**src/hw/rtl/tgarle_pkg.sv**
```systemverilog
// ----------------------------------------------------------------------------
// tgarle_pkg
// Shared types, constants and helpers of the Targa RLE pixel decoder.
// ----------------------------------------------------------------------------
package tgarle_pkg;

	// Palette size and index width
	localparam int PALETTE_ENTRIES = 256;
	localparam int PAL_IDX_W       = (PALETTE_ENTRIES > 1) ? $clog2(PALETTE_ENTRIES) : 1;

	// Command queue between front and back
	localparam int Q_DEPTH = 4;
	localparam int Q_PTR_W = $clog2(Q_DEPTH);
	localparam int Q_CNT_W = $clog2(Q_DEPTH + 1);

	// Pixel depth modes
	localparam logic [1:0] MODE_PAL8  = 2'd0;
	localparam logic [1:0] MODE_555   = 2'd1;
	localparam logic [1:0] MODE_BGR24 = 2'd2;
	localparam logic [1:0] MODE_BGRA  = 2'd3;
	localparam logic [1:0] MODE_RESET = MODE_BGR24;

	// Stream byte constants
	localparam logic [7:0] HDR_RUN_BIT  = 8'h80;
	localparam logic [7:0] HDR_LEN_MASK = 8'h7f;
	localparam logic [7:0] ALPHA_OPAQUE = 8'd255;

	// Command from front to back.
	// Palette write: word = entry value, aux = palette index.
	// Pixel: word = {held bytes, last byte}, aux = repeat count.
	typedef struct packed {
		logic        pal_wr;
		logic [1:0]  mode;
		logic [31:0] word;
		logic [7:0]  aux;
	} cmd_t;

	// Grey ramp entry: blue = green = red = index, alpha opaque
	function automatic logic [31:0] grey_entry(input logic [7:0] idx);
		grey_entry = {ALPHA_OPAQUE, idx, idx, idx};
	endfunction

	// Index is inside the palette
	function automatic logic pal_in_range(input logic [7:0] idx);
		pal_in_range = ({1'b0, idx} < 9'(PALETTE_ENTRIES));
	endfunction

endpackage

```
**src/hw/rtl/tgarle_queue.sv**
```systemverilog
// ----------------------------------------------------------------------------
// tgarle_queue
// Short command FIFO between the parser and the pixel back end.
// ----------------------------------------------------------------------------
module tgarle_queue (
	input  logic               clk,
	input  logic               arst_n,
	input  logic               push,
	input  tgarle_pkg::cmd_t   push_cmd,
	input  logic               pop,
	output tgarle_pkg::cmd_t   head_cmd,
	output logic               not_empty,
	output logic               full
);

	tgarle_pkg::cmd_t                 slot_q [tgarle_pkg::Q_DEPTH];
	logic [tgarle_pkg::Q_PTR_W-1:0]   wr_ptr_q;
	logic [tgarle_pkg::Q_PTR_W-1:0]   rd_ptr_q;
	logic [tgarle_pkg::Q_CNT_W-1:0]   count_q;

	assign not_empty = (count_q != '0);
	assign full      = (count_q == tgarle_pkg::Q_CNT_W'(tgarle_pkg::Q_DEPTH));
	assign head_cmd  = slot_q[rd_ptr_q];

	// Storage
	always_ff @(posedge clk) begin
		if (push) begin
			slot_q[wr_ptr_q] <= push_cmd;
		end
	end

	// Pointers and fill count
	always_ff @(posedge clk or negedge arst_n) begin
		if (!arst_n) begin
			wr_ptr_q <= '0;
			rd_ptr_q <= '0;
			count_q  <= '0;
		end else begin
			if (push) begin
				wr_ptr_q <= wr_ptr_q + 1'b1;
			end
			if (pop) begin
				rd_ptr_q <= rd_ptr_q + 1'b1;
			end
			case ({push, pop})
				2'b10:   count_q <= count_q + 1'b1;
				2'b01:   count_q <= count_q - 1'b1;
				default: count_q <= count_q;
			endcase
		end
	end

endmodule

```
**config.mk**
```make
export PLATFORM = sky130hd
export DESIGN_NAME = tgarle_queue
export DESIGN_NICKNAME = d
export VERILOG_FILES = /design/src/hw/rtl/tgarle_pkg.sv /design/src/hw/rtl/tgarle_queue.sv
export SDC_FILE = /design/constraint.sdc
export NUM_CORES = 1
export LEC_CHECK = 0
export BUFFER_PORTS_ARGS = -buffer_cell sky130_fd_sc_hd__buf_2
export CAP_MARGIN = 20
export CORE_MARGIN = 5
export CORE_UTILIZATION = 57
export DETAILED_ROUTE_END_ITERATION = 8
export PLACE_DENSITY = 0.86
export SLEW_MARGIN = 20
export SYNTH_ARGS = -nofsm -noshare
export SYNTH_HDL_FRONTEND = slang
export SYNTH_SLANG_ARGS = --single-unit
```
**constraint.sdc**
```tcl
create_clock -name clk -period 2.44 [get_ports clk]
set_input_delay 0.122 -clock clk [delete_from_list [all_inputs] [get_ports clk]]
set_output_delay 0.122 -clock clk [all_outputs]
set_load 0.05 [all_outputs]
```
; Yosys cells after proc, flatten, opt, wreduce, memory -nomap -nowiden
; Memory sizes are Yosys's and may differ from the RTL's.
; Cells that the tools add are included.
[classes]
n_reduce_logical = 2
muxes = 3
eq_ne = 3
add_sub_neg = 4
[ops]
columns = operator, count
row1 = one-hot mux 3 bit (2 select lines), 1
row2 = adder 2 x 1 -> 2 bit (second input constant), 2
row3 = adder 3 x 1 -> 3 bit (second input constant), 1
row4 = == test 3 bit (second input constant), 1
row5 = nonzero test 3 bit, 1
row6 = subtractor 3 x 1 -> 3 bit (second input constant), 1
row7 = == test 2 x 1 -> 1 bit (second input constant), 1
row8 = == test 2 bit (second input constant), 1
row9 = 2-to-1 mux 1 bit, 2
row10 = nonzero test 2 bit, 1
[totals]
elab_cells = 16
ff_bits = 7
mem_count = 1
output_inout_bits = 45
ramBits = 172
input_bits = 47
[mem_list]
columns = name, depth, word_bits, read_ports, rd_ports_with_merged_regs, wr, line
row1 = slot_q, 4, 43, 1, 0, 1, tgarle_queue.sv:16  ; tgarle_pkg::cmd_t slot_q [tgarle_pkg::Q_DEPTH];

; Logic depth before layout (Yosys ltp)
; Gate-level depths: netlist of run 1.
[logic_depth]
word_depth = 2
ltp_mapped = 6
mapped_depth_nobuf = 6

; Least setup slack after synthesis of run 1
; OpenSTA, ideal clock, no wires.
[synth_timing]
kind = flip-flop to flip-flop
start = register wr_ptr_q[0] (netlist name)
end = memory slot_q[0][0] (netlist name) (enable)
path_slack_ps = 379
required_ps = 2035
path_stages_with_launch = 4
setup_ps = 405
synth_period_minus_slack_ps = 2061
t_arrival_ps = 1656
path_buffers = 0
path_cell_list = dfrtp_1 > inv_1 > ha_1 > and2_1
[synth_rtl]
columns = item, line
row1 = "start, declared", tgarle_queue.sv:17  ; logic [tgarle_pkg::Q_PTR_W-1:0] wr_ptr_q;
row2 = "start signal, assigned", tgarle_queue.sv:40  ; wr_ptr_q <= wr_ptr_q + 1'b1;
row3 = "end, declared", tgarle_queue.sv:16
; Straight into the memory's write port.

==> results.yml, run 1 <==
critical_path:
  critical-path-slowest-cell: "dfrtp_4"
  required_ns: 2.32
  slowest_delay_ns: 0.60
  critPathKind: "flip-flop to primary output"
  critPathMaxFanout: 14
  worstSetupStartpointType: "flip-flop"
  crit_path_end_kind: "primary output"
  crit_arrival_ns: 2.10
  cp_cell_sequence: "buf_4, mux4_1, buf_2"
detailed_routing:
  route.detailed.wl_per_inst_um: 21.1
  drc: 0
  ant_nets: 0
  firstDrtPassIters: 5
  routed_via_density: 5.52
  drt_iter0_markers: 205
  wirelength_um: 12000
  vias: 3139
clock_tree:
  path_clk_slew_ns: 0.06
  max-clock-path-buffers: 2
  cts_tree: "built"
  cts-root-buf: "clkbuf_16"
  htreeDepth: 4
  cts_buffers: 17
  clk_latency_ns: 0.41
  cts_setup_buffers: 0
  cts.sinks: 179
sta:
  hold_viol_final: 0
  setup_ws_ns: 0.214
  fmax_mhz: 449
  skew_ns: 0.00825
  post-route-min-period_ns: 2.23
  drv_slew: 0
  setup_violations: 0
  min_period_over_period: 0.912
  rsz0062_at_grt: "no"
  max_slew_margin: 0.680
  fin_tns_setup_ns: 0
  worstMarginPinSlew_ns: 0.480
  whs_ns: 0.0808
pwr:
  power.share.clock: 0.234
  p_leak_nw: 2.96
  irDropWorstVdd_mv: 0.882
  p_sw_frac: 0.370
  total_power_mw: 11.1
  p_per_area_nw_per_um2: 1330
  power_frac_seq: 0.392
  p_int_mw: 6.96
  p_sw_mw: 4.09
  comb_power_share: 0.375
yosys:
  synth_cells: 258
  synth_compound_area_frac: 0.000752
  synth_xor_area_frac: 0.00789
  yosys_warnings: 0
  ys_seq_area_frac: 0.802
  synth_area_leaders: "edfxtp_1 78%, mux4_2 13%, dfrtp_1 2.6%, mux4_1 2.0%, buf_12 1.2%"
  yosys.area_share.simple: 0.00752
  synth_area_per_cell_um2: 25.8
  synth_fa_ha_area_frac: 0.0124
  syn_nets: 311
  yosys.area.top_type: "edfxtp_1"
  synth_mux_area_frac: 0.150
  ys_types: 19
  synth_area_um2: 6660
  ys_seq_elements: 179
  synth_top_area_share: 0.776
  synth_top_family_by_area: "multiplexers"
final_layout:
  fin_util: 0.730
  final_area_um2: 8330
  area_growth_syn_to_layout_pct: 25.2
  fillCellCount: 680
  multi_input_area_um2: 1190
  layoutNonFillerInstCount: 569
  drive_gt1_frac: 0.398
  regArea_um2: 5350
  nets: 468
die:
  ios: 92
  initial_core_util: 0.583
  row_count: 39
  core_area_um2: 11400
  die_height_um: 118
  dieArea_um2: 13900
  die_w_um: 118
global_route:
  grt_first_pass_wirelength_um: 19200
  grt_max_degree: 33
  antenna_found_initial: 1
  grt_pass1_vias: 3505
  gr-total-overflow: 0
  grt_usage: 0.183
placed_design:
  dp_slack_ns: 0.619
  dp.cells: 493
  place.gp.congestion: 0.674
  dpl_cell_area_um2: 7320
  dp_hpwl_um: 7320
  io_buffers: 91
worst_hold_path:
  hold_class: "input pin to async pin"
run:
  cap_violations: 0
run_status:
  outcome: "finished, final reports clean"
## flip-flops by register name, summed over array words and instances, names as in the netlist
register  flops
slot_q      172
count_q       3
rd_ptr_q      2
wr_ptr_q      2
## power by group through the flow
stage	Clock, mW	Combinational [mW]	Sequential (mW)
5_1_grt	2.76	4.37	4.39
6_report	2.58	4.14	4.33
3_5_place_dp	0	4.13	4.39
4_1_cts	2.61	4.19	4.33
2_1_floorplan	0	3.42	4.21
3_3_place_gp	0	4.10	4.34
## placed cells by master (no fill, tap or decap)
master	instances
mux2_2	1
clkinv_1	4
dfrtp_4	1
clkbuf_16	17
edfxtp_1	172
mux4_1	5
nor3b_1	1
dlygate4sd3_1	46
dfrtp_2	1
nand2_1	2
ha_1	5
buf_12	4
xor2_1	3
clkinv_2	2
xnor2_1	3
buf_2	91
mux4_2	38
dfrtp_1	5
inv_1	3
bufinv_16	3
o21ai_0	1
or3_1	1
nor2_1	1
fa_1	1
diode_2	1
and2_2	4
clkbuf_1	3
buf_4	7
## worst max-delay path, delay by kind of cell, from the launching register on
| kind | cells | cell delay [ns] |
|---|---|---|
| buffers and inverters | 2 | 0.51 |
| muxes | 1 | 0.57 |
| DFF | 1 | 0.60 |
## layer usage
metal,track usage,vias up,share of wire
met5,0,-,0
met4,0.0545,0,0.0081
met3,0.0625,9,0.066
met2,0.307,111,0.54
met1,0.228,1609,0.39
li1,-,1410,-
## cell type report
class | instances | share of cell area
Inverter | 3 | 0.00135
Sequential cell | 179 | 0.642
Timing Repair Buffer | 148 | 0.126
Multi-Input combinational cell | 66 | 0.143
Antenna cell | 1 | 0.000300
Tap cell | 143 | 0.0215
Clock buffer | 20 | 0.0524
Clock inverter | 9 | 0.0138
## Yosys cell counts, drive strengths merged
master	count
and2	4
buf	10
dfrtp	7
edfxtp	172
fa	1
ha	5
inv	3
mux2	1
mux4	43
nand2	2
nor2	1
nor3b	1
o21ai	1
or3	1
xnor2	3
xor2	3
## timing repair
action,CTS,global route
resized for setup,0,0
hold buffers,46,0
endpoints found under the hold margin,182,0
## cells by family after synthesis
group / count (synthesis)
DFF: 179
muxes: 44
buffers and inverters: 13
and+or+nand+nor: 9
xor gates and xnor gates: 6
adders and majority gates: 6
AOI/OAI and AO/OA: 1
## final timing paths
check / start / depth (start not counted) / endpoint / slack (ns)
max: rd_ptr_q[0]$_DFFE_PN0P_ / 3 / head_cmd[42] / 0.21
min in group clk: pop / 3 / rd_ptr_q[0]$_DFFE_PN0P_ / 0.46
min reg2reg: count_q[2]$_DFFE_PN0P_ / 1 / count_q[2]$_DFFE_PN0P_ / 0.49
max reg2reg: wr_ptr_q[0]$_DFFE_PN0P_ / 4 / slot_q[2][0]$_DFFE_PP_ / 0.75
max in group asynchronous: arst_n / 2 / rd_ptr_q[0]$_DFFE_PN0P_ / 2.19
min: arst_n / 2 / wr_ptr_q[1]$_DFFE_PN0P_ / 0.08
(Power assumes the default switching activity.)
==> run 2, diff against run 1 <==
==> constraint.sdc (replaced) <==
create_clock -name clk -period 2.44 [get_ports clk]
set_input_delay 0.122 -clock clk [delete_from_list [all_inputs] [get_ports clk]]
set_output_delay 0.122 -clock clk [all_outputs]
set_load 0.02 [all_outputs]
==> results.yml, run 2 (synthesized netlist as in run 1, its figures left out) <==
pwr:
  irDropWorstVdd_mv: 0.878
  total_power_mw: 10.1
  p_per_area_nw_per_um2: 1200
  p_leak_nw: 2.99
critical_path:
  critical-path-slowest-cell: "dfrtp_4"
  r2r_start: "wr_ptr_q[0]$_DFFE_PN0P_"
  crit_path_end_kind: "primary output"
  crit_arrival_ns: 2.14
  r2r_setup_slack_ns: 0.65
  worst-r2r-cell-count: 4
  critPathMaxFanout: 27
  timing.rr.end: "slot_q[0][34]$_DFFE_PP_"
  worstSetupStartpointType: "flip-flop"
  slowest_delay_ns: 0.76
  cp_cell_sequence: "buf_12, mux4_2, buf_2"
  crit_family: "flip-flops"
  critPathKind: "flip-flop to primary output"
  path_buf_inv: 2
  required_ns: 2.32
clock_tree:
  cts-root-buf: "clkbuf_16"
  cts_setup_buffers: 0
  cts_buffers: 17
  hold_buffers: 46
  htreeDepth: 4
  clk_latency_ns: 0.42
  path_clk_slew_ns: 0.06
  max-clock-path-buffers: 2
  cts_tree: "built"
  cts.sinks: 179
  cts.repair.resized: 0
placed_design:
  dpl_cell_area_um2: 7330
  dp_hpwl_um: 7000
  dp_slack_ns: 0.564
  place.gp.congestion: 0.674
  dp.cells: 495
  io_buffers: 91
final_layout:
  final_common_cell: "edfxtp_1"
  nets: 470
  largest_reg_flops: 172
  num_antenna_cells: 0
  fillCellCount: 652
  layoutNonFillerInstCount: 573
  drive_gt1_frac: 0.416
  final_area_um2: 8400
  regArea_um2: 5350
  multi_input_area_um2: 1190
  layout_common_cells: "172 x edfxtp_1, 91 x buf_2, 46 x dlygate4sd3_1"
  area_growth_syn_to_layout_pct: 26.1
  top_register: "slot_q"
  top_regs: "slot_q: 172 flops, count_q: 3 flops"
worst_hold_path:
  hold_class: "input pin to async pin"
sta:
  skew_ns: 0.00573
  setup_violations: 0
  hold_viol_final: 0
  post-route-min-period_ns: 2.26
  setup_ws_ns: 0.182
  rsz0062_at_grt: "no"
  fmax_mhz: 443
  min_period_over_period: 0.925
  max_slew_margin: 0.647
  worstMarginPinSlew_ns: 0.530
  drv_slew: 0
  fin_tns_setup_ns: 0
detailed_routing:
  drt_iter0_markers: 243
  wirelength_um: 11700
  route.detailed.wl_per_inst_um: 20.4
  firstDrtPassIters: 5
  vias: 3138
  ant_nets: 0
  drc: 0
  routed_via_density: 5.48
die:
  row_count: 39
  dieArea_um2: 13900
  core_area_um2: 11400
  initial_core_util: 0.583
  die_height_um: 118
  ios: 92
  die_w_um: 118
global_route:
  grt_usage: 0.181
  grt_first_pass_wirelength_um: 19100
  gr-total-overflow: 0
  grt_pass1_vias: 3513
  antenna_found_initial: 0
  grt_max_degree: 29
run:
  cap_violations: 0
run_status:
  outcome: "finished, final reports clean"
[run 2: cell type report]
class	count	share of cell area
clock buffer	18	0.0511
clock inverter	14	0.0209
inverter	3	0.00134
multi-input combinational	66	0.142
sequential	179	0.637
tap	143	0.0213
timing repair buffer	150	0.127
[run 2: per-layer routing]
layer / up-vias / global-route usage / share of wire
li1: 1416 / - / -
met1: 1610 / 0.226 / 0.40
met2: 99 / 0.302 / 0.53
met3: 13 / 0.0605 / 0.064
met4: 0 / 0.0581 / 0.011
met5: - / 0 / 0
[run 2: stage by stage]
stage / hold WS, ns / util
finish: 0.0636 / 0.735
global route: 0.0645 / 0.735
CTS: 0.0492 / 0.735
detailed placement: -0.0419 / 0.642
global placement: -0.0440 / 0.642
floorplan: -0.174 / -
[run 2: how the worst max path moves through the flow]
stage | start | endpoint | slack [ns] | depth (start not counted)
2_1_floorplan | wr_ptr_q[0]$_DFFE_PN0P_ | slot_q[0][0]$_DFFE_PP_ | 0.38 | 3
3_3_place_gp | rd_ptr_q[0]$_DFFE_PN0P_ | head_cmd[11] | 0.57 | 3
3_5_place_dp | rd_ptr_q[0]$_DFFE_PN0P_ | head_cmd[10] | 0.56 | 3
4_1_cts | rd_ptr_q[0]$_DFFE_PN0P_ | head_cmd[10] | 0.10 | 3
5_1_grt | rd_ptr_q[0]$_DFFE_PN0P_ | head_cmd[10] | 0.03 | 3
6_report | rd_ptr_q[0]$_DFFE_PN0P_ | head_cmd[27] | 0.18 | 3
[run 2: report_power, final]
| part | leakage, nW | total [mW] | switching, mW | internal, mW |
|---|---|---|---|---|
| registers | 1.66 | 4.38 | 0.351 | 4.03 |
| logic | 1.04 | 2.98 | 1.63 | 1.36 |
| clock network | 0.290 | 2.74 | 1.12 | 1.62 |
==> run 3, diff against run 2 <==
--- a/config.mk
+++ b/config.mk
@@ -8,9 +8,9 @@
 export BUFFER_PORTS_ARGS = -buffer_cell sky130_fd_sc_hd__buf_2
 export CAP_MARGIN = 20
 export CORE_MARGIN = 5
-export CORE_UTILIZATION = 57
+export CORE_UTILIZATION = 35
 export DETAILED_ROUTE_END_ITERATION = 8
-export PLACE_DENSITY = 0.86
+export PLACE_DENSITY = 0.6
 export SLEW_MARGIN = 20
 export SYNTH_ARGS = -nofsm -noshare
 export SYNTH_HDL_FRONTEND = slang
==> constraint.sdc (replaced) <==
create_clock -name clk -period 2.44 [get_ports clk]
set_input_delay 0.122 -clock clk [delete_from_list [all_inputs] [get_ports clk]]
set_output_delay 0.122 -clock clk [all_outputs]
set_load 0.1 [all_outputs]
==> results.yml, run 3 (synthesized netlist as in run 1, its figures left out) <==
clock_tree:
  clk_latency_ns: 0.42
  cts-root-buf: "clkbuf_16"
  cts.sinks: 179
  cts_tree: "built"
  path_clk_slew_ns: 0.06
  cts_buffers: 17
  max-clock-path-buffers: 2
  htreeDepth: 4
  cts.repair.resized: 0
detailed_routing:
  vias: 3136
  routed_via_density: 4.73
  wirelength_um: 12500
  ant_nets: 0
  drc: 0
  route.detailed.wl_per_inst_um: 18.9
  drt_iter0_markers: 221
  firstDrtPassIters: 4
sta:
  skew_ns: 0.00563
  whs_ns: 0.0762
  fin_tns_setup_ns: 0
  min_period_over_period: 0.945
  setup_violations: 0
  fmax_mhz: 434
  hold_viol_final: 0
  worstMarginPinSlew_ns: 0.513
  max_slew_margin: 0.660
  post-route-min-period_ns: 2.30
  drv_slew: 0
  rsz0062_at_grt: "no"
global_route:
  antenna_found_initial: 0
  grt_use_met2: 0.207
  top_usage_layer: "met2"
  met1_usage: 0.149
  grt_usage: 0.121
  grt_util_met3: 0.0325
  grt_first_pass_wirelength_um: 19900
  grt_max_degree: 34
  grt_pass1_vias: 3557
  gr-total-overflow: 0
final_layout:
  final_common_cell: "edfxtp_1"
  top_register: "slot_q"
  fillCellCount: 1599
  top_regs: "slot_q: 172 flops, count_q: 3 flops"
  layout_common_cells: "172 x edfxtp_1, 91 x buf_2, 46 x dlygate4sd3_1"
  multi_input_area_um2: 1200
  final_area_um2: 8430
  drive_gt1_frac: 0.410
  fin_util: 0.451
  num_antenna_cells: 0
  nets: 469
  area_growth_syn_to_layout_pct: 26.7
  regArea_um2: 5350
  largest_reg_flops: 172
run_status:
  outcome: "finished, final reports clean"
placed_design:
  dpl_cell_area_um2: 7420
  place.gp.congestion: 0.659
  dp_hpwl_um: 7350
  io_buffers: 91
critical_path:
  crit_path_end_kind: "primary output"
  critical-path-slowest-cell: "dfrtp_4"
  critPathMaxFanout: 15
  required_ns: 2.32
  critPathKind: "flip-flop to primary output"
  crit_arrival_ns: 2.18
  slowest_delay_ns: 0.65
  cp_cell_sequence: "buf_4, mux4_2, buf_2"
  worstSetupStartpointType: "flip-flop"
die:
  initial_core_util: 0.356
  dieArea_um2: 21900
  die_w_um: 148
  die_height_um: 148
  core_area_um2: 18700
  ios: 92
  row_count: 50
worst_hold_path:
  hold_class: "input pin to async pin"
run:
  cap_violations: 0
run 3: changes by cell type in the layout (fill, tap and decap cells not counted), moves of 2 or more:
cell / delta
clkinv_1: +4
inv_6: -4
bufinv_16: -3
clkinv_4: +3
clkinv_2: +2
run 3: final cells by class:
class / instances / area share
clock buffer: 17 / 0.0505
tap: 234 / 0.0347
multi-input combinational: 66 / 0.142
timing repair buffer: 149 / 0.126
clock inverter: 15 / 0.0111
inverter: 3 / 0.00134
sequential: 179 / 0.634
run 3: path summary, 6_finish.rpt:
kind | to | cells after the start | slack [ns] | startpoint
min | count_q[0]$_DFFE_PN0P_ | 2 | 0.08 | arst_n
max reg2reg | slot_q[2][20]$_DFFE_PP_ | 4 | 0.79 | wr_ptr_q[0]$_DFFE_PN0P_
min in group clk | slot_q[3][31]$_DFFE_PP_ | 2 | 0.45 | push_cmd[31]
min reg2reg | count_q[2]$_DFFE_PN0P_ | 1 | 0.52 | count_q[2]$_DFFE_PN0P_
max in group asynchronous | rd_ptr_q[0]$_DFFE_PN0P_ | 2 | 2.18 | arst_n
max | head_cmd[41] | 3 | 0.14 | rd_ptr_q[0]$_DFFE_PN0P_
run 3: through the flow:
step           setup slack, ns  cells
3_3_place_gp             0.373    584
3_5_place_dp             0.348    584
2_1_floorplan            0.379    258
6_report                 0.135    663
5_1_grt                 0.0139    663
4_1_cts                 0.0489    663
run 3: routing by layer:
metal  wire, um  part of all wire
met5          0                 0
met4        219             0.018
met3        502             0.040
met2       6420              0.51
met1       5360              0.43
run 3: timing repair:
action,CTS,global route
hold buffers,46,0
setup endpoints to repair,21,0
setup buffers,1,0
hold endpoints to repair,183,0
run 3: worst max-delay path: cells and delay by family, from the launching register on:
family,cells,cell delay [ns]
mux,1,0.53
flops,1,0.65
buf+inv,2,0.58
Power of run 3 is not shown: default switching activity piles up to over one toggle a cycle in this logic, so the estimate is an artifact.
