`config.mk`:
```
export PLATFORM = sky130hd
export DESIGN_NAME = tgarle_front
export DESIGN_NICKNAME = d
export VERILOG_FILES = /design/src/hw/rtl/tgarle_pkg.sv /design/src/hw/rtl/tgarle_front.sv
export SDC_FILE = /design/constraint.sdc
export NUM_CORES = 1
export LEC_CHECK = 0
export ABC_AREA = 1
export BUFFER_PORTS_ARGS = -buffer_cell sky130_fd_sc_hd__clkbuf_2
export CAP_MARGIN = 20
export CORE_ASPECT_RATIO = 1.25
export CORE_MARGIN = 5
export CORE_UTILIZATION = 45
export DETAILED_ROUTE_END_ITERATION = 8
export GPL_TIMING_DRIVEN = 0
export MAX_ROUTING_LAYER = met4
export PLACE_DENSITY = 0.77
export SLEW_MARGIN = 10
export SYNTH_ARGS = -nofsm -noshare
export SYNTH_HDL_FRONTEND = slang
export SYNTH_SLANG_ARGS = --single-unit
```
`constraint.sdc`:
```
create_clock -name clk -period 3.1 [get_ports clk]
set_input_delay 0.62 -clock clk [delete_from_list [all_inputs] [get_ports clk]]
set_output_delay 0.62 -clock clk [all_outputs]
set_load 0.01 [all_outputs]
```
`src/hw/rtl/tgarle_pkg.sv`:
```
// ----------------------------------------------------------------------------
// tgarle_pkg
// Shared types, constants and helpers of the Targa RLE pixel decoder.
// ----------------------------------------------------------------------------
package tgarle_pkg;

	// Palette size and index width
	localparam int PALETTE_ENTRIES = 256;
	localparam int PAL_IDX_W       = (PALETTE_ENTRIES > 1) ? $clog2(PALETTE_ENTRIES) : 1;

	// Command queue between front and back
	localparam int Q_DEPTH = 4;
	localparam int Q_PTR_W = $clog2(Q_DEPTH);
	localparam int Q_CNT_W = $clog2(Q_DEPTH + 1);

	// Pixel depth modes
	localparam logic [1:0] MODE_PAL8  = 2'd0;
	localparam logic [1:0] MODE_555   = 2'd1;
	localparam logic [1:0] MODE_BGR24 = 2'd2;
	localparam logic [1:0] MODE_BGRA  = 2'd3;
	localparam logic [1:0] MODE_RESET = MODE_BGR24;

	// Stream byte constants
	localparam logic [7:0] HDR_RUN_BIT  = 8'h80;
	localparam logic [7:0] HDR_LEN_MASK = 8'h7f;
	localparam logic [7:0] ALPHA_OPAQUE = 8'd255;

	// Command from front to back.
	// Palette write: word = entry value, aux = palette index.
	// Pixel: word = {held bytes, last byte}, aux = repeat count.
	typedef struct packed {
		logic        pal_wr;
		logic [1:0]  mode;
		logic [31:0] word;
		logic [7:0]  aux;
	} cmd_t;

	// Grey ramp entry: blue = green = red = index, alpha opaque
	function automatic logic [31:0] grey_entry(input logic [7:0] idx);
		grey_entry = {ALPHA_OPAQUE, idx, idx, idx};
	endfunction

	// Index is inside the palette
	function automatic logic pal_in_range(input logic [7:0] idx);
		pal_in_range = ({1'b0, idx} < 9'(PALETTE_ENTRIES));
	endfunction

endpackage

```
`src/hw/rtl/tgarle_front.sv`:
```
// ----------------------------------------------------------------------------
// tgarle_front
// Packet parser: tracks headers, gathers pixel bytes and issues commands.
// ----------------------------------------------------------------------------
module tgarle_front (
	input  logic               clk,
	input  logic               arst_n,
	input  logic               accept,
	input  logic               func,
	input  logic [7:0]         data_byte,
	input  logic               image_start,
	input  logic [7:0]         palette_index,
	input  logic [31:0]        palette_value,
	input  logic [1:0]         depth_mode,
	output logic               push,
	output tgarle_pkg::cmd_t   cmd
);

	logic        expect_hdr_q;
	logic        run_q;
	logic [7:0]  left_q;
	logic [1:0]  phase_q;
	logic [23:0] bytes_q;

	logic        eh_c, run_c;
	logic [7:0]  left_c;
	logic [1:0]  phase_c;
	logic [23:0] bytes_c;

	logic        eh_n, run_n;
	logic [7:0]  left_n;
	logic [1:0]  phase_n;
	logic [23:0] bytes_n;
	logic [2:0]  bpp;
	logic        emit;

	// Parser state with the image start clear applied first
	always_comb begin
		eh_c    = image_start | expect_hdr_q;
		run_c   = image_start ? 1'b0 : run_q;
		left_c  = image_start ? 8'd0 : left_q;
		phase_c = image_start ? 2'd0 : phase_q;
		bytes_c = image_start ? 24'd0 : bytes_q;
	end

	// Next state and command
	always_comb begin
		eh_n    = eh_c;
		run_n   = run_c;
		left_n  = left_c;
		phase_n = phase_c;
		bytes_n = bytes_c;
		bpp     = {1'b0, depth_mode} + 3'd1;
		emit    = 1'b0;
		cmd     = '0;
		cmd.mode = depth_mode;

		if (func) begin
			emit       = 1'b1;
			cmd.pal_wr = 1'b1;
			cmd.word   = palette_value;
			cmd.aux    = palette_index;
		end else if (eh_c) begin
			run_n   = |(data_byte & tgarle_pkg::HDR_RUN_BIT);
			left_n  = (data_byte & tgarle_pkg::HDR_LEN_MASK) + 8'd1;
			phase_n = 2'd0;
			bytes_n = 24'd0;
			eh_n    = 1'b0;
		end else if (({1'b0, phase_c} + 3'd1) < bpp) begin
			// Gather one more byte of the pixel
			case (phase_c)
				2'd0: bytes_n[7:0]   = data_byte;
				2'd1: bytes_n[15:8]  = data_byte;
				2'd2: bytes_n[23:16] = data_byte;
				default: bytes_n = bytes_c;
			endcase
			phase_n = phase_c + 2'd1;
		end else begin
			// Last byte of the pixel
			emit     = 1'b1;
			cmd.word = {bytes_c, data_byte};
			phase_n  = 2'd0;
			bytes_n  = 24'd0;
			if (run_c) begin
				cmd.aux = left_c;
				left_n  = 8'd0;
				eh_n    = 1'b1;
			end else begin
				cmd.aux = 8'd1;
				left_n  = left_c - 8'd1;
				if (left_n == 8'd0) begin
					eh_n = 1'b1;
				end
			end
		end
	end

	assign push = accept & emit;

	// Parser registers
	always_ff @(posedge clk or negedge arst_n) begin
		if (!arst_n) begin
			expect_hdr_q <= 1'b1;
			run_q        <= 1'b0;
			left_q       <= 8'd0;
			phase_q      <= 2'd0;
			bytes_q      <= 24'd0;
		end else if (accept) begin
			expect_hdr_q <= eh_n;
			run_q        <= run_n;
			left_q       <= left_n;
			phase_q      <= phase_n;
			bytes_q      <= bytes_n;
		end
	end

endmodule

```
# ---- Yosys cells after proc, flatten, opt, wreduce, memory -nomap -nowiden
# Index checks and enable logic that the tools add are counted.
dict set report word_totals {
  register_bits 36
  output_inout_bits 44
  elab_cells 49
}
dict set report classes {
  n_addsub 5
  magnitude_cmp 1
  eq_ne 2
  n_mux 32
  n_bitwise 2
  reduce_logical 2
}
# op n
set ops {}
lappend ops {{$mux 40} 3}
lappend ops {{$mux 24} 4}
lappend ops {{$mux 8} 9}
lappend ops {{$mux 1} 12}
lappend ops {{$add 7x1->8 const B} 1}
lappend ops {{$logic_not 8->1} 1}
lappend ops {{$mux 2} 4}
lappend ops {{$sub 8x1->8 const B} 1}
lappend ops {{$add 2x1->3 const B} 2}
lappend ops {{$lt 3x3->1} 1}
lappend ops {{$add 2x1->2 const B} 1}
lappend ops {{$eq 2x1->1 const B} 1}
lappend ops {{$eq 2x2->1 const B} 1}
lappend ops {{$logic_not 2->1} 1}
lappend ops {{$and 1x1->1} 1}
lappend ops {{$or 1x1->1} 1}

# ---- Longest topological paths before layout
# Gate-level depths: netlist of the first run.
dict set report depth {
  word_depth 8
  ltp_mapped 14
  mapped_depth_nobuf 14
}

# ---- Worst setup path before layout of the first run
# OpenSTA, ideal clock, no wires.
dict set report synth_path {
  kind {input -> output}
  startpoint {in image_start}
  endpoint {out cmd[10] (netlist bit)}
  arrival_ps 2419
  required_ps 2480
  setup_slack_ps 61
  path_stages 12
  path_buffers 2
  path_cell_list {buf_6 nor2_1 inv_1 ha_1 ha_1 nand3_2 nand2_2 nand2_2 nor2_8 inv_2 buf_6 o21ai_1}
}
# item line
set synth_lines {}
lappend synth_lines {{start: declaration} tgarle_front.sv:11} ;# input logic image_start,
lappend synth_lines {{end: declaration} tgarle_front.sv:16} ;# output tgarle_pkg::cmd_t cmd

==> impl_results.md, run 1 <==
* Crit Path Max Fanout at 10
* Worst-Margin Slew at 0.9469 ns
* Crit path required time at 2.48 ns
* Count of cell types in the netlist at 34
* Top_reg_cell synth: dfrtp_1
* Clock power frac at 24.7%
* Psw at 0.5246 mW
* Peak VDD IR at 262.8 uV
* Die Footprint at 0.008223 mm2
* Post-synthesis area per instance at 6.472 um2
* Post-route DRC at 0
* DRT Pass-1 Iters at 5
* Status: complete, no violations
* Fillcell total at 649
* EDFF count, synth at 0
* Port bufs at 95
* Largest net degree at the start of global routing at 37
* Leak Pwr at 1.977 nW
* Placer Congestion at 0.9311
* Commonest cells in the netlist: nand2_1, o21ai_1, dfrtp_1
* Clock Latency Late Sink at 0.29 ns
* Startpoint Class: input pin
* I/O pin count at 99
* Initial Utilization at 46.83%
* # clock sinks at 36
* Min Tclk post-route at 3.048 ns
* Detailed Route Iter0 Violations at 197
* Die Y at 100.1 um
* Seq/Total Area, Yosys at 30.84%
* Via density at 5.338
* RSZ-0062 raised after global routing: true
* Drt wl/cell at 14.87 um
* Synthesized flop and latch total at 36
* Core area at 0.006246 mm2
* CTS tree: done
* Worst rel slew slack at 36.87%
* Overall Power at 1.381 mW
* Sequential share of power at 39.5%
* Most common cell in the netlist: nand2_1
* Hold_ws at 0.4609 ns
* CTS clock-pin slew for the worst setup and hold paths at 0.08 ns
* Syn_nets at 517
* Asr flop ratio synth at 100.0%
* Final period utilization at 98.33%
* FMAX at 328.0 MHz
* Hold Path Class: in -> async
* Setup TNS at 0 ns
* Setup Viol. Count Final at 0
* Post-Syn Instances at 452
* Number of max-cap violations at 0
* Sw Ratio at 37.99%
* Die span in x at 82.12 um
* Cell area after synthesis at 0.002925 mm2
* Worst Skew at 0.006786 ns
* Post-DP HPWL at 7.240 mm
* Non-Filler Instances at 647
* Area leader, netlist: dfrtp_1
* Antenna cells at 0
* Worst Setup SP: image_start
* GR Overflow Total at 0
* Synth-to-layout area growth at 27.33%
* Critical path type: in -> out
* Rows at 32
* Worst r2r src: phase_q[0]
* Number of global-route vias before repair at 3336
* Total GRT Usage at 24.60%
* Global-route wire length before repair at 15.50 mm
* Final #Nets at 626
* Crit. End Element: output pin
* Reg2Reg Setup Slack at 0.79 ns
* Fin util at 59.64%
* H-Tree Depth at 2
* Share of cells above drive strength 1 at 29.54%
* Final hold violations at 0
* Initial antenna violation count at 0
* Vias at 3454
* Combinational Power Share at 35.8%
* Power Dens Cells at 370.7 mW/mm2
* Synth top area cells: dfrtp_1, nand2_1, o21ai_1
* # placed instances at 632
* Number of antenna-violating nets in the routed design at 0
* Final Max Slew Viols at 0
* YS warnings at 0
* Final WL at 9.621 mm
* Share of the synthesized area in the top cell type at 29.94%
* Worst-case clock buffer depth at 2
* Clock root buffer: clkbuf_8
* Data arrival, critical path at 2.43 ns
* CTS buffer count at 5
* Internal power at 0.8562 mW
* Post-CTS Hold Buffers at 0
## what timing repair did
| action | CTS | global route |
|---|---|---|
| setup endpoints to repair | 39 | 39 |
| pin swaps | 4 | 2 |
| resized for setup | 7 | 22 |
| setup buffers | 5 | 2 |
## registers in the layout, summed over array words and instances (netlist names)
| register | flops |
|---|---|
| run_q | 1 |
| expect_hdr_q | 1 |
| phase_q | 2 |
| bytes_q | 24 |
| left_q | 8 |
## worst paths after layout
kind                               end  cells after the start
hold / removal              phase_q[1]                      1
max in group asynchronous    left_q[3]                      1
setup / recovery               cmd[20]                     13
hold reg to reg             bytes_q[6]                      2
setup reg to reg           bytes_q[21]                     12
min in group clk            bytes_q[6]                      2
## worst max-delay path: stages
cell	delay, ns
buf_6	0.14
nor2_4	0.10
inv_1	0.06
ha_1	0.31
ha_1	0.30
nand3_2	0.09
nand2_4	0.10
nand2_4	0.07
nor2_8	0.15
inv_4	0.06
buf_6	0.14
o21ai_1	0.13
clkbuf_2	0.15
## metal layers
| layer | GRT usage [%] | up-vias | share of wire [%] |
|---|---|---|---|
| met3 | 4.129 | 27 | 8.2 |
| met5 | - | - | 0 |
| met2 | 41.19 | 159 | 50 |
| li1 | - | 1711 | - |
| met1 | 29.97 | 1557 | 40 |
| met4 | 7.545 | 0 | 2.0 |
## cells in the final DEF, fill, tap and decap left out, types with 14 or more instances in the layout
cell type and n:
nand2_1 162, clkbuf_2 85, o21ai_1 61, dfrtp_1 35, o21ai_0 34, inv_1 22, nand3_1 19, buf_2 15
nor2_1 15, a21oi_1 14
## kinds of logic (layout without fill, tap and decap cells)
logic type,count (synthesis),count (layout),synth area share [%]
and+or+nand+nor,223,223,33.10
xor gates and xnor gates,2,2,0.5989
adders and majority gates,10,10,4.277
AOI/OAI and AO/OA,122,122,21.39
DFF,36,36,30.84
buffers and inverters,59,169,9.795
## stage by stage
step	instance area, um2	setup slack, ns
after floorplan	2925	0.06059
after global placement	3507	-0.1475
after detailed placement	3507	-0.2136
after CTS	3661	0.03396
after global routing	3725	-0.05738
final	3725	0.05164
## power by group through the flow
stage / Clock, mW / Combinational (mW) / Sequential, mW
floorplan: 0 / 0.298 / 0.547
global placement: 0 / 0.446 / 0.552
detailed placement: 0 / 0.454 / 0.553
CTS: 0.346 / 0.478 / 0.544
global route: 0.364 / 0.556 / 0.550
finish: 0.340 / 0.495 / 0.546
## final cells by class
class / instances / area [um2] / share of cell area, %
Inverter: 32 / 125.1 / 3.359
Clock inverter: 3 / 18.77 / 0.5039
Multi-Input combinational cell: 357 / 1812 / 48.64
Timing Repair Buffer: 102 / 528.0 / 14.18
Tap cell: 85 / 106.4 / 2.855
Buffer: 27 / 163.9 / 4.400
Clock buffer: 5 / 68.82 / 1.847
Sequential cell: 36 / 902.1 / 24.22
Note: power is estimated with default switching activity, not from simulation.
==> inputs of run 2 (changes only) <==
==> constraint.sdc (replaced) <==
create_clock -name clk -period 3.1 [get_ports clk]
set_input_delay 0.62 -clock clk [delete_from_list [all_inputs] [get_ports clk]]
set_output_delay 0.62 -clock clk [all_outputs]
set_load 0.1 [all_outputs]
==> run 2 against run 1 <==
The run now ends with negative setup slack left. Wire length is 23% higher. Utilization is 20 points higher. Critical path depth stayed put. Non-clock buffer count is 4 higher. Hold slack worse by 0.0054 ns. Count of clock-buffer cells in the layout stayed put. Setup slack worse by 0.087 ns. Combinational power is 93% higher. Cell area is 34% higher. Die area stayed put.
==> impl_results.md, run 2 (synthesis results as in run 1) <==
* GR Overflow Total at 0 (unchanged)
* Post-CTS Hold Buffers at 0 (unchanged)
* Sw Ratio at 45.82% (+7.8 points)
* Worst Skew at 0.005551 ns (-0.001235 ns)
* Synth-to-layout area growth at 70.36%
* Initial Utilization at 46.83% (unchanged)
* CTS tree: done
* Worst rel slew slack at 37.83% (+0.96 points)
* Placer Congestion at 0.9177 (-1.4%)
* Core area at 0.006246 mm2 (unchanged)
* # placed instances at 632 (unchanged)
* Crit-path max cell delay at 0.27 ns (-0.04 ns)
* Sequential share of power at 29.7% (-9.8 points)
* Peak VDD IR at 323.2 uV (+23%)
* Final #Nets at 630 (+0.64%)
* Crit path required time at 2.48 ns (about the same)
* Final period utilization at 101.1% (+2.8 points)
* Port bufs at 95 (unchanged)
* CTS buffer count at 5 (unchanged)
* Worst path bufs/invs at 5 (unchanged)
* Global-route wire length before repair at 18.35 mm (+18%)
* Drt wl/cell at 18.17 um (+22%)
* Regs by FF count: bytes_q (24), left_q (8), phase_q (2)
* Combinational Power Share at 51.6% (+16 points)
* CTS clock-pin slew for the worst setup and hold paths at 0.08 ns (about the same)
* Initial antenna violation count at 0 (unchanged)
* H-Tree Depth at 2 (unchanged)
* Worst-case clock buffer depth at 2 (unchanged)
* Number of antenna-violating nets in the routed design at 0 (unchanged)
* Post-DP HPWL at 7.664 mm (+5.9%)
* Number of max-cap violations at 0 (unchanged)
* Setup Viol. Count Final at 27 (+27)
* Min Tclk post-route at 3.135 ns (+0.08673 ns)
* Number of global-route vias before repair at 3799 (+14%)
* RSZ-0062 raised after global routing: true
* DRT Pass-1 Iters at 6 (+1)
* Final hold violations at 0 (unchanged)
* Vias at 3688 (+6.8%)
* FMAX at 319.0 MHz (-2.8%)
* Rows at 32 (unchanged)
* Data arrival, critical path at 2.52 ns (+0.09 ns)
* Status: finished with violations
* Final WL at 11.83 mm (+23%)
* Antenna cells at 0 (unchanged)
* Commonest non-fill, non-tap cell in the layout: nand2_1
* # clock sinks at 36 (unchanged)
* Psw at 0.8474 mW (+62%)
* Most frequent cells in the layout: nand2_1, clkbuf_2, clkbuf_16
* Clock Latency Late Sink at 0.29 ns (about the same)
* Critical path type: in -> out
* Final Max Slew Viols at 0 (unchanged)
* Slowest cell on the critical path: ha_4
* Leak Pwr at 2.375 nW (+20%)
* I/O pin count at 99 (unchanged)
* Via density at 5.665 (+6.1%)
* Largest net degree at the start of global routing at 37 (unchanged)
* Met3 WL post-DR at 831 um (+5.7%)
* Non-Filler Instances at 651 (+0.62%)
* Failing checks: negative setup slack
* Hold_ws at 0.4556 ns (-0.005358 ns)
* Largest Register: bytes_q
* Die Y at 100.1 um (unchanged)
* CP Cell Sequence: buf_12 -> nor2_4 -> inv_2 -> ha_4 -> ha_4 -> nand3_4 -> nand2_4 -> nand2_4 -> nor2_8 -> inv_6 -> buf_12 -> o21ai_4 -> clkbuf_16
* Die span in x at 82.12 um (unchanged)
* Die Footprint at 0.008223 mm2 (unchanged)
* Post-route DRC at 0 (unchanged)
* Total GRT Usage at 29.57% (+5.0 points)
* Detailed Route Iter0 Violations at 292 (+48%)
* Crit Path Max Fanout at 10 (unchanged)
* Internal power at 1.002 mW (+17%)
* Final worst slack at -0.03509 ns (-0.08673 ns)
* Worst-Margin Slew at 0.9325 ns (-0.01435 ns)
* Top layer in use: met4
* Crit. End Element: output pin
* Share of cells above drive strength 1 at 36.40% (+6.9 points)
* Startpoint Class: input pin
* Clock power frac at 18.7% (-6.0 points)
* Worst path top cell family by delay: buffers and inverters
* Largest register FFs at 24 (unchanged)
* Hold Path Class: in -> async
* Routed length on met2 at 6.314 mm (+32%)
* Clock root buffer: clkbuf_8
* Power Dens Cells at 371.1 mW/mm2 (+0.11%)
* Metal-1 WL at 4.237 mm (+10%)
-- run 2: cell count changes in the layout (fill, tap and decap cells not counted), moves of 3 or more --
cell,delta
buf_6,-3
clkbuf_16,+38
nand2_1,-3
buf_4,+5
o21ai_1,-30
clkbuf_2,-31
o21ai_2,-7
o21ai_4,+37
buf_2,-10
buf_12,+4
-- run 2: worst paths after layout --
check	depth (start not counted)	to	slack (ns)	start
max in group asynchronous	1	bytes_q[1]	2.07	arst_n
min in group clk	2	bytes_q[17]	0.49	bytes_q[17]
worst min-delay path	1	phase_q[1]	0.46	arst_n
worst min register to register	2	bytes_q[17]	0.49	bytes_q[17]
worst max-delay path	13	cmd[32]	-0.04	image_start
worst max register to register	14	left_q[4]	0.80	phase_q[1]
-- run 2: layout make-up --
| class | count | area, um2 |
|---|---|---|
| multi-input combinational | 357 | 2231 |
| timing repair buffer | 106 | 1330 |
| fill | 405 | 1262 |
| sequential | 36 | 902.1 |
| buffer | 27 | 198.9 |
| inverter | 32 | 127.6 |
| tap | 85 | 106.4 |
| clock buffer | 5 | 68.82 |
| clock inverter | 3 | 18.77 |
-- run 2: power groups by stage --
stage                     registers, mW  clock network, mW  logic [mW]
after floorplan                   0.547                  0       0.614
after global placement            0.553                  0       0.762
after detailed placement          0.554                  0       0.773
after CTS                         0.545              0.348       0.911
after global routing              0.554              0.363        1.01
final                             0.550              0.346       0.954
-- run 2: repair_timing --
item                       in CTS  in global routing
cloned                          0                  1
setup endpoints to repair      40                 39
hold endpoints to repair        0                  0
setup buffers                   3                  7
pin swaps                       6                  4
gates resized for setup       117                  9
-- run 2: through the flow --
| step | setup WS (ns) | area [um2] | power [mW] | TNS, ns | util, % |
|---|---|---|---|---|---|
| 2_1_floorplan | -0.1517 | 3441 | 1.162 | -4.585 | - |
| 3_3_place_gp | -0.3138 | 4023 | 1.315 | -10.78 | 64.40 |
| 3_5_place_dp | -0.3324 | 4023 | 1.327 | -11.74 | 64.40 |
| 4_1_cts | -0.02397 | 4897 | 1.804 | -0.3686 | 78.41 |
| 5_1_grt | -0.1175 | 4984 | 1.927 | -3.490 | 79.79 |
| 6_report | -0.03509 | 4984 | 1.850 | -0.4432 | 79.79 |
-- run 2: per-layer routing --
layer	up-vias	track usage, %
met4	0	12.79
met1	1730	32.26
met3	49	4.129
met5	-	-
met2	194	52.40
li1	1715	-
==> inputs of run 3 (changes only) <==
==> constraint.sdc (replaced) <==
create_clock -name clk -period 3.2 [get_ports clk]
set_input_delay 0.64 -clock clk [delete_from_list [all_inputs] [get_ports clk]]
set_output_delay 0.64 -clock clk [all_outputs]
set_load 0.1 [all_outputs]
==> run 3 against run 2 <==
The flow now finishes without violations. Clock skew barely moved. Utilization fell by 4.3 points. Count of clock-buffer cells in the layout did not move. Non-clock buffer count fell by 1. Largest cell class unchanged.
==> impl_results.md, run 3 (synthesis results as in run 1) <==
* Sequential share of power at 30.3% (+0.6 points)
* CTS buffer count at 5 (unchanged)
* Final hold violations at 0 (unchanged)
* Share of cells above drive strength 1 at 36.11% (-0.29 points)
* Post-route DRC at 0 (unchanged)
* Fillcell total at 468 (+16%)
* GR Overflow Total at 0 (unchanged)
* Leak Pwr at 2.257 nW (-5.0%)
* Worst-case clock buffer depth at 2 (unchanged)
* Clock Latency Late Sink at 0.29 ns (about the same)
* Critical path type: in -> out
* Setup Viol. Count Final at 0 (-100%)
* # placed instances at 632 (unchanged)
* Crit Path Max Fanout at 10 (unchanged)
* Number of global-route vias before repair at 3487 (-8.2%)
* Internal power at 0.9352 mW (-6.7%)
* I/O pin count at 99 (unchanged)
* CTS clock-pin slew for the worst setup and hold paths at 0.08 ns (about the same)
* Drt wl/cell at 17.17 um (-5.5%)
* Core area at 0.006246 mm2 (unchanged)
* Die Footprint at 0.008223 mm2 (unchanged)
* Worst rel slew slack at 35.40% (-2.4 points)
* Crit. End Element: output pin
* Placed Area at 0.004023 mm2 (unchanged)
* H-Tree Depth at 2 (unchanged)
* Hold Path Class: in -> async
* DRT Pass-1 Iters at 5 (-1)
* Final #Nets at 629 (-0.16%)
* Largest Register: bytes_q
* Largest net degree at the start of global routing at 37 (unchanged)
* Total GRT Usage at 26.89% (-2.7 points)
* CTS tree: done
* Min Tclk post-route at 3.200 ns
* Final Max Slew Viols at 0 (unchanged)
* Initial Utilization at 46.83% (unchanged)
* Startpoint Class: input pin
* RSZ-0062 raised after global routing: true
* Power Dens Cells at 370.7 mW/mm2 (-0.10%)
* CP Cell Sequence: buf_12 -> nor2_4 -> inv_2 -> ha_4 -> ha_4 -> nand3_4 -> nand2_4 -> nand2_4 -> nor2_8 -> inv_8 -> buf_12 -> o21ai_4 -> clkbuf_16
* Vias at 3605 (-2.3%)
* Data arrival, critical path at 2.56 ns (+0.04 ns)
* Status: complete, no violations
* Initial antenna violation count at 0 (unchanged)
* Post-route cell area at 0.004713 mm2 (-5.4%)
* Clock power frac at 19.3% (+0.6 points)
* Combinational Power Share at 50.4% (-1.2 points)
* Worst-Margin Slew at 0.9689 ns (+0.03640 ns)
* Non-Filler Instances at 650 (-0.15%)
* Number of max-cap violations at 0 (unchanged)
* Slowest cell on the critical path: ha_4
* Reg area at 902.1 um2 (unchanged)
* Die Y at 100.1 um (unchanged)
* # clock sinks at 36 (unchanged)
* Clock root buffer: clkbuf_8
* Die span in x at 82.12 um (unchanged)
* Detailed Route Iter0 Violations at 206 (-29%)
* Final WL at 11.16 mm (-5.6%)
* Most frequent cells in the layout: nand2_1, clkbuf_2, o21ai_4
* FMAX at 312.5 MHz
* Psw at 0.8122 mW (-4.2%)
* Worst Skew at 0.005915 ns (+0.0003641 ns)
* Final worst slack at 0.0001701 ns (+0.03526 ns)
* Largest register FFs at 24 (unchanged)
* Area of the multi-input gates at 0.002231 mm2 (unchanged)
* Synth-to-layout area growth at 61.12%
* Regs by FF count: bytes_q (24), left_q (8), phase_q (2)
* Hold_ws at 0.4935 ns (+0.03793 ns)
* Sw Ratio at 46.48% (+0.66 points)
* Global-route wire length before repair at 16.80 mm (-8.5%)
* Antenna cells at 0 (unchanged)
* Placer Congestion at 0.9177 (unchanged)
* Crit-path max cell delay at 0.27 ns (about the same)
* Number of antenna-violating nets in the routed design at 0 (unchanged)
* Port bufs at 95 (unchanged)
* Final period utilization at 99.99%
* Rows at 32 (unchanged)
* Via density at 5.546 (-2.1%)
* Peak VDD IR at 321.7 uV (-0.47%)
* Setup TNS at 0 ns (+0.4432 ns)
* Commonest non-fill, non-tap cell in the layout: nand2_1
* Dpl ws at -0.2724 ns (+0.06000 ns)
* Post-DP HPWL at 7.664 mm (unchanged)
* Crit path required time at 2.56 ns (+0.08 ns)
## run 3: cell types whose count changed in the layout (fill, tap and decap cells not counted), moves of 3 or more
cell / before / now
clkbuf_16: 38 / 4
buf_4: 17 / 13
buf_8: 0 / 16
buf_12: 4 / 20
clkbuf_8: 5 / 8
## run 3: metal layers
metal | global-route usage [%] | wire (um) | part of all wire [%]
met1 | 32.24 | 4255 | 38
met2 | 46.73 | 5986 | 54
met3 | 3.052 | 662 | 5.9
met4 | 7.928 | 257 | 2.3
met5 | - | 0 | 0
## run 3: worst max-delay path: cells and delay by family
family	cells	cell delay, ns
buffers and inverters	5	0.64
and+or+nand+nor	5	0.58
adders and majority gates	2	0.52
AOI/OAI and AO/OA	1	0.15
## run 3: worst paths after layout
path / start / end / slack (ns) / cells past startpoint
max: image_start / cmd[29] / 0.0002 / 13
min: arst_n / phase_q[1] / 0.49 / 1
max reg2reg: phase_q[1] / left_q[4] / 0.92 / 14
min in group clk: bytes_q[17] / bytes_q[17] / 0.50 / 2
min reg2reg: bytes_q[17] / bytes_q[17] / 0.50 / 2
max in group asynchronous: arst_n / bytes_q[22] / 2.11 / 1
## run 3: stage by stage
step / power [mW] / utilization [%]
5_1_grt: 1.830 / 75.46
6_report: 1.747 / 75.46
4_1_cts: 1.677 / 71.71
2_1_floorplan: 1.125 / -
3_5_place_dp: 1.286 / 64.40
3_3_place_gp: 1.274 / 64.40
## run 3: what timing repair did
item,CTS,global route
hold buffers,0,0
buffers inserted,2,6
endpoints found under the setup margin,40,40
gates resized for setup,78,56
hold endpoints to repair,0,0
gates cloned,0,2
pin swaps,1,7
## run 3: layout make-up
type | instances | area share, %
plain buffers | 27 | 4.221
clock buffers | 5 | 1.460
clock inverters | 3 | 0.3982
inverters | 32 | 2.761
multi-input cells | 357 | 47.33
flip-flops and latches | 36 | 19.14
well taps | 85 | 2.256
repair buffers | 105 | 22.43
## run 3: power by group through the flow
stage	Clock (mW)	Combinational (mW)	Sequential, mW
after floorplan	0	0.595	0.530
after global placement	0	0.738	0.536
after detailed placement	0	0.749	0.537
after CTS	0.337	0.812	0.528
after global routing	0.357	0.938	0.535
final	0.337	0.881	0.529
